[src/hdl/bmss_pkg.sv]
package bmss_pkg;

  typedef struct packed {
    logic       op;
    logic [7:0] data_byte;
    logic       last;
  } in_item_t;

  typedef struct packed {
    logic       found;
    logic [9:0] position;
    logic       overflow;
  } out_item_t;

  localparam logic OP_PATTERN = 1'b0;
  localparam logic OP_TEXT    = 1'b1;

  // controller phases
  typedef enum logic [3:0] {
    ST_IDLE,
    ST_BC_CLR,
    ST_BC_FILL,
    ST_SUF_INIT,
    ST_SUF_CMP,
    ST_GS_INIT,
    ST_GS_PREF,
    ST_GS_PREF_J,
    ST_GS_MID,
    ST_SRCH_RD,
    ST_SRCH_CMP,
    ST_SRCH_SHIFT,
    ST_DONE
  } state_e;

  // commands from controller to datapath
  typedef struct packed {
    logic ld_byte;
    logic new_pattern;
    logic bc_clr_init;
    logic bc_clr_step;
    logic bc_fill_init;
    logic bc_fill_step;
    logic suf_init;
    logic suf_next_i;
    logic suf_step_k;
    logic gs_init;
    logic gs_init_step;
    logic pref_init;
    logic pref_j_init;
    logic pref_j_step;
    logic pref_next_i;
    logic mid_init;
    logic mid_step;
    logic srch_init;
    logic srch_issue;
    logic srch_match;
    logic srch_shift;
    logic emit;
    logic close_text;
  } cmd_t;

  // status from datapath to controller
  typedef struct packed {
    logic bc_clr_done;
    logic bc_fill_done;
    logic pat_empty;
    logic suf_done;
    logic suf_cmp_eq;
    logic gs_init_done;
    logic pref_done;
    logic pref_hit;
    logic pref_j_done;
    logic mid_done;
    logic srch_done;
    logic srch_eq;
  } sts_t;

endpackage

[src/hdl/bmss_ctrl.sv]
module bmss_ctrl (
  input  logic              clk_i,
  input  logic              rst_ni,
  input  logic              start,
  input  bmss_pkg::in_item_t in_i,
  input  bmss_pkg::sts_t    sts_i,
  output logic              busy,
  output bmss_pkg::cmd_t    cmd_o
);
  import bmss_pkg::*;

  state_e state_q, state_d;
  logic   closed_q, closed_d;
  logic   srch_q, srch_d;   // tables built on the way to a search

  always_ff @(posedge clk_i or negedge rst_ni) begin
    if (!rst_ni) begin
      state_q  <= ST_IDLE;
      closed_q <= 1'b0;
      srch_q   <= 1'b0;
    end else begin
      state_q  <= state_d;
      closed_q <= closed_d;
      srch_q   <= srch_d;
    end
  end

  always_comb begin
    state_d  = state_q;
    closed_d = closed_q;
    srch_d   = srch_q;
    cmd_o    = '0;
    busy     = (state_q != ST_IDLE);
    unique case (state_q)
      ST_IDLE: begin
        if (start) begin
          cmd_o.ld_byte = 1'b1;
          if (in_i.op == OP_PATTERN) begin
            cmd_o.new_pattern = closed_q;
            if (closed_q) closed_d = 1'b0;
            if (in_i.last) begin
              srch_d = 1'b0;
              cmd_o.bc_clr_init = 1'b1;
              state_d = ST_BC_CLR;
            end
          end else if (in_i.last) begin
            if (closed_q) begin
              cmd_o.srch_init = 1'b1;
              state_d = ST_SRCH_RD;
            end else begin
              srch_d = 1'b1;
              cmd_o.bc_clr_init = 1'b1;
              state_d = ST_BC_CLR;
            end
          end
        end
      end
      ST_BC_CLR: begin
        cmd_o.bc_clr_step = 1'b1;
        if (sts_i.bc_clr_done) begin
          cmd_o.bc_fill_init = 1'b1;
          state_d = ST_BC_FILL;
        end
      end
      ST_BC_FILL: begin
        // the step on the done cycle writes the last entry
        cmd_o.bc_fill_step = 1'b1;
        if (sts_i.bc_fill_done) begin
          if (sts_i.pat_empty) begin
            state_d = ST_GS_MID;
            cmd_o.mid_init = 1'b1;
          end else begin
            cmd_o.suf_init = 1'b1;
            state_d = ST_SUF_INIT;
          end
        end
      end
      ST_SUF_INIT: begin
        if (sts_i.suf_done) begin
          cmd_o.gs_init = 1'b1;
          state_d = ST_GS_INIT;
        end else begin
          state_d = ST_SUF_CMP;
        end
      end
      ST_SUF_CMP: begin
        if (sts_i.suf_cmp_eq) begin
          cmd_o.suf_step_k = 1'b1;
        end else begin
          cmd_o.suf_next_i = 1'b1;
        end
        state_d = ST_SUF_INIT;
      end
      ST_GS_INIT: begin
        cmd_o.gs_init_step = 1'b1;
        if (sts_i.gs_init_done) begin
          cmd_o.pref_init = 1'b1;
          state_d = ST_GS_PREF;
        end
      end
      ST_GS_PREF: begin
        if (sts_i.pref_done) begin
          cmd_o.mid_init = 1'b1;
          state_d = ST_GS_MID;
        end else if (sts_i.pref_hit) begin
          cmd_o.pref_j_init = 1'b1;
          state_d = ST_GS_PREF_J;
        end else begin
          cmd_o.pref_next_i = 1'b1;
        end
      end
      ST_GS_PREF_J: begin
        cmd_o.pref_j_step = 1'b1;
        if (sts_i.pref_j_done) begin
          cmd_o.pref_next_i = 1'b1;
          state_d = ST_GS_PREF;
        end
      end
      ST_GS_MID: begin
        if (sts_i.mid_done) begin
          closed_d = 1'b1;
          if (srch_q) begin
            cmd_o.srch_init = 1'b1;
            state_d = ST_SRCH_RD;
          end else begin
            state_d = ST_IDLE;
          end
        end else begin
          cmd_o.mid_step = 1'b1;
        end
      end
      ST_SRCH_RD: begin
        if (sts_i.srch_done) begin
          state_d = ST_DONE;
        end else begin
          cmd_o.srch_issue = 1'b1;
          state_d = ST_SRCH_CMP;
        end
      end
      ST_SRCH_CMP: begin
        if (sts_i.srch_eq) begin
          cmd_o.srch_match = 1'b1;
          state_d = ST_SRCH_RD;
        end else begin
          state_d = ST_SRCH_SHIFT;
        end
      end
      ST_SRCH_SHIFT: begin
        cmd_o.srch_shift = 1'b1;
        state_d = ST_SRCH_RD;
      end
      ST_DONE: begin
        cmd_o.emit = 1'b1;
        cmd_o.close_text = 1'b1;
        state_d = ST_IDLE;
      end
      default: state_d = ST_IDLE;
    endcase
  end

endmodule

[config.mk]
export PLATFORM = sky130hd
export DESIGN_NAME = bmss_ctrl
export DESIGN_NICKNAME = d
export VERILOG_FILES = /design/src/hdl/bmss_pkg.sv /design/src/hdl/bmss_ctrl.sv
export SDC_FILE = /design/constraint.sdc
export NUM_CORES = 1
export LEC_CHECK = 0
export ABC_CLOCK_PERIOD_IN_PS = 2600
export BUFFER_PORTS_ARGS = -buffer_cell sky130_fd_sc_hd__buf_2
export CAP_MARGIN = 20
export CELL_PAD_IN_SITES_DETAIL_PLACEMENT = 0
export CELL_PAD_IN_SITES_GLOBAL_PLACEMENT = 1
export CORE_ASPECT_RATIO = 1.4
export CORE_MARGIN = 3
export CORE_UTILIZATION = 29
export DETAILED_ROUTE_END_ITERATION = 10
export PLACE_DENSITY = 0.95
export SYNTH_ARGS = -nofsm -noshare
export SYNTH_HDL_FRONTEND = slang
export SYNTH_SLANG_ARGS = --single-unit
[constraint.sdc]
create_clock -name clk_i -period 2.6 [get_ports clk_i]
set_input_delay 0.52 -clock clk_i [delete_from_list [all_inputs] [get_ports clk_i]]
set_output_delay 0.52 -clock clk_i [all_outputs]
set_load 0.02 [all_outputs]
Yosys cells after proc, flatten, opt, wreduce, memory -nomap -nowiden

Index checks and enable logic that the tools add are counted.

Bitwise logic cells: 0
Div/mod/pow operators: 0
Reduce and logical (&&, ||, !) cells: 6
Shift-type cells: 0
Add/sub/neg operators: 0
Multiply operators: 0
Order comparisons: 0
Equal/unequal tests: 22
Muxes and demuxes: 72

Operators with widths:

| kind                 | number |
|---|---|
| $mux W4              | 14 |
| $pmux W4 S12         | 1 |
| $mux W1              | 44 |
| $eq A4 B4 Y1 const B | 5 |
| $ne A2 B2 Y1 const B | 9 |
| $eq A4 B3 Y1 const B | 4 |
| $mux W2              | 6 |
| $mux W3              | 3 |
| $eq A4 B2 Y1 const B | 2 |
| $pmux W1 S2          | 4 |
| $reduce_and A4 Y1    | 2 |
| $reduce_and A8 Y1    | 1 |
| $eq A4 B1 Y1 const B | 1 |
| $logic_not A4 Y1     | 1 |
| $reduce_bool A4 Y1   | 1 |
| $ne A3 B3 Y1 const B | 1 |
| $reduce_bool A2 Y1   | 1 |

Logic and storage cells: 103
Memories kept: 0
Memory bits (read-only): 0
Output and inout bits: 24
Latch bits: 0
RAM bits: 0
Input bits: 25
Flip-flop bits (word level): 6

Longest topological paths before layout

Depth after elaboration: 5
Gate-level depth with buffers: 6
Mapped depth without buffers: 4

Worst setup path after synthesis

No wires, ideal clock.

Path kind: reg2out
Start point: register state_q[3]
End point: output port cmd_o[8] (netlist bit)
Cell stages (with the launch flop): 5
Path buffers: 1
Slack: 0.382 ns
Required time: 2.080 ns
Arrival: 1.698 ns
Cells stage by stage: dfrtp_1 buf_6 nand2b_1 or4_1 a211oi_1

RTL lines:

| what                   | line            | source |
|---|---|---|
| from (decl)            | bmss_ctrl.sv:12 | `state_e state_q, state_d;` |
| from (signal assigned) | bmss_ctrl.sv:22 | `state_q <= state_d;` |
| to (decl)              | bmss_ctrl.sv:8  | `output bmss_pkg::cmd_t cmd_o` |

==> results_dict.tcl <==
set metrics [dict create \
    slew_violations 0 \
    grt_pass1_vias 858 \
    skew_ps 1.01 \
    dp_hpwl_mm 1.76 \
    netlist_area_um2 729 \
    area_growth_syn_to_layout_pct 34.6 \
    final_common_cell "buf_2" \
    netSwitchingFraction 0.508 \
    cts_hold_buf 0 \
    synth_fa_ha_area_frac 0 \
    die_h_um 65.3 \
    io_pins 49 \
    core_mm2 0.00228 \
    ys_warn_count 0 \
    hold_path_class "in -> async" \
    fin_crit_ps 2360 \
    overflow 0 \
    postSynth.asyncResetShare 1.00 \
    final_nets 165 \
    comb_power_share 0.754 \
    reg2reg_slack_ps 770 \
    worstPathMaxFanout 14 \
    synthMuxAreaShare 0.0549 \
    critPathArrivalTime_ps 1840 \
    cts_setup_buffers 0 \
    synthSimpleGateAreaFrac 0.374 \
    die_w_um 48.4 \
    fill_cells 249 \
    vias_per_cell 5.19 \
    powerDensity_mw_per_mm2 1110 \
    synthXorXnorAreaFrac 0 \
    cts_buffers 3 \
    ir_drop_mv 0.524 \
    dr.pass1.iters 4 \
    finalHoldViolCount 0 \
    worst_pin_slew_ps 391 \
    power.clock.fraction 0.074 \
    layout.cells.most_common_list "buf_2 (40), and3_1 (7), nor2_1 (7)" \
    ys_ff_latch 6 \
    status "completed" \
    path_clk_slew_ps 40 \
    grt_max_degree 21 \
    synth_area_per_cell_um2 7.37 \
    h-tree-depth 1 \
    insertion_delay_ps 230 \
    setup_viol 0 \
    cts-root-buf "clkbuf_4" \
    drive_gt1_frac 0.391 \
    crit_chain "buf_4, or4b_4, nor3b_1, buf_2" \
    p_seq_frac 0.172 \
    synth_top_family_by_area "simple AND/OR/NAND/NOR gates" \
    cts.sinks 6 \
    cp_num_buf_inv 2 \
    initialDrtViolationCount 39 \
    initial_core_util 0.320 \
    fp.dieArea_mm2 0.00316 \
    port_buffers 40 \
    diodes 0 \
    r2r-start "state_q[1]" \
    antenna_found_initial 0 \
    syn_nets 124 \
    leakagePower_nw 0.529 \
    synth_edf_count 0 \
    vias 887 \
    crit_required_ps 2080 \
    final_antenna_net_count 0 \
    worstSetupStartpointType "flop" \
    intPower_mw 0.535 \
    rsz0062_at_grt "false" \
    worstReg2RegEnd "state_q[3]" \
    grt_pass1_wl_mm 3.77 \
    ys_types 38 \
    crit_family "simple AND/OR/NAND/NOR gates" \
    cp-end-kind "primary output" \
    drc_errors 0 \
    critical_path_class "reg -> out" \
    fmaxAchievable_mhz 424 \
    slowest_delay_ps 500 \
    tns_ps 0 \
    grtUsageTotal 0.145 \
    gp_congestion 0.831 \
    clk_path_buf_depth 2 \
    cts_tree "yes" \
    post_cts_resized 0 \
    fin_crit_sh 0.907 \
    seq_area_frac_synth 0.206 \
    routed_wirelength_mm 2.21 \
    wl_per_cell_um 12.9 \
    cp_slowest_cell "or4b_4" \
    synth_compound_area_frac 0.273 \
    ys.flop_type "dfrtp_1" \
    rows 20 \
    slew_headroom 0.737 \
    max-cap-violations 0 \
    power.net_switching_mw 0.551 \
    r2r_cells 5 \
    fin_util 0.431 \
    synth_cells 99 \
]
power groups by stage:
| stage | Clock, mW | Combinational [mW] | Sequential [mW] |
|---|---|---|---|
| 4_1_cts | 0.0852 | 0.816 | 0.187 |
| 3_3_place_gp | 0 | 0.799 | 0.185 |
| 5_1_grt | 0.0906 | 0.898 | 0.194 |
| 3_5_place_dp | 0 | 0.812 | 0.188 |
| 6_report | 0.0804 | 0.818 | 0.187 |
| 2_1_floorplan | 0 | 0.628 | 0.161 |
metrics by stage:
stage / std cells / power [mW] / hold slack, ps / instance area, µm² / setup slack, ps
final: 171 / 1.09 / 95.3 / 982 / 241
after global placement: 168 / 0.984 / 342 / 960 / 404
after floorplan: 99 / 0.789 / 224 / 729 / 382
after global routing: 171 / 1.18 / 90.5 / 982 / 72.9
after detailed placement: 168 / 1.00 / 346 / 960 / 402
after CTS: 171 / 1.09 / 89.6 / 982 / 205
metal layers:
metal  vias to the layer above  wire length [µm]  track usage
li1                        448                 -            -
met1                       406               944        0.180
met2                        33              1120        0.253
met3                         0               149       0.0431
met4                         0                 0       0.0214
met5                         -                 0            0
registers in the layout, summed over array words and instances, names as in the netlist:
register and flops:
closed_q 1, srch_q 1, state_q 4
synth_stat cells, types with 2 or more instances:
cell      count  area, µm²
and3_1        7       43.8
nor2_1        7       26.3
dfrtp_1       6        150
nand2_1       6       22.5
nor2b_1       6       37.5
nor3_1        6       30.0
inv_1         5       18.8
mux2i_1       4       40.0
nand2b_1      4       25.0
a21oi_1       3       15.0
a31oi_1       3       18.8
buf_2         3       15.0
clkbuf_1      3       11.3
nand3_1       3       15.0
nor4_1        3       18.8
o21ai_0       3       15.0
o22ai_1       3       18.8
a21o_1        2       15.0
a31o_2        2       17.5
nor3b_1       2       15.0
worst max-delay path by stage:
stage | startpoint | endpoint | slack (ps) | depth (start not counted)
global route | state_q[3] | cmd_o[8] | 70 | 4
global placement | sts_i[5] | cmd_o[8] | 400 | 4
detailed placement | sts_i[5] | cmd_o[8] | 400 | 4
floorplan | state_q[3] | cmd_o[8] | 380 | 4
CTS | state_q[1] | cmd_o[16] | 210 | 4
finish | state_q[1] | cmd_o[16] | 240 | 4
worst reg2reg max path: stages (launching register included):
cell and delay [ps]:
dfrtp_1 450, buf_4 240, or4b_4 500, a2bb2oi_2 170
and3_4 200, a21o_1 160
cells by family (layout without fill, tap and decap cells):
| logic type | Yosys count | count (layout) |
|---|---|---|
| multiplexers | 4 | 4 |
| flip-flops | 6 | 6 |
| AND/OR/NAND/NOR | 48 | 48 |
| buffers and inverters | 14 | 53 |
| AO/OA/AOI/OAI | 27 | 27 |
area by class of cell:
| type | instances | area (µm²) | share of cell area |
|---|---|---|---|
| clock buffers | 3 | 22.5 | 0.0229 |
| multi-input cells | 79 | 512 | 0.521 |
| flip-flops and latches | 6 | 150 | 0.153 |
| well taps | 33 | 41.3 | 0.0420 |
| inverters | 5 | 18.8 | 0.0191 |
| repair buffers | 45 | 238 | 0.242 |
Power figures use the tool's default switching activity.
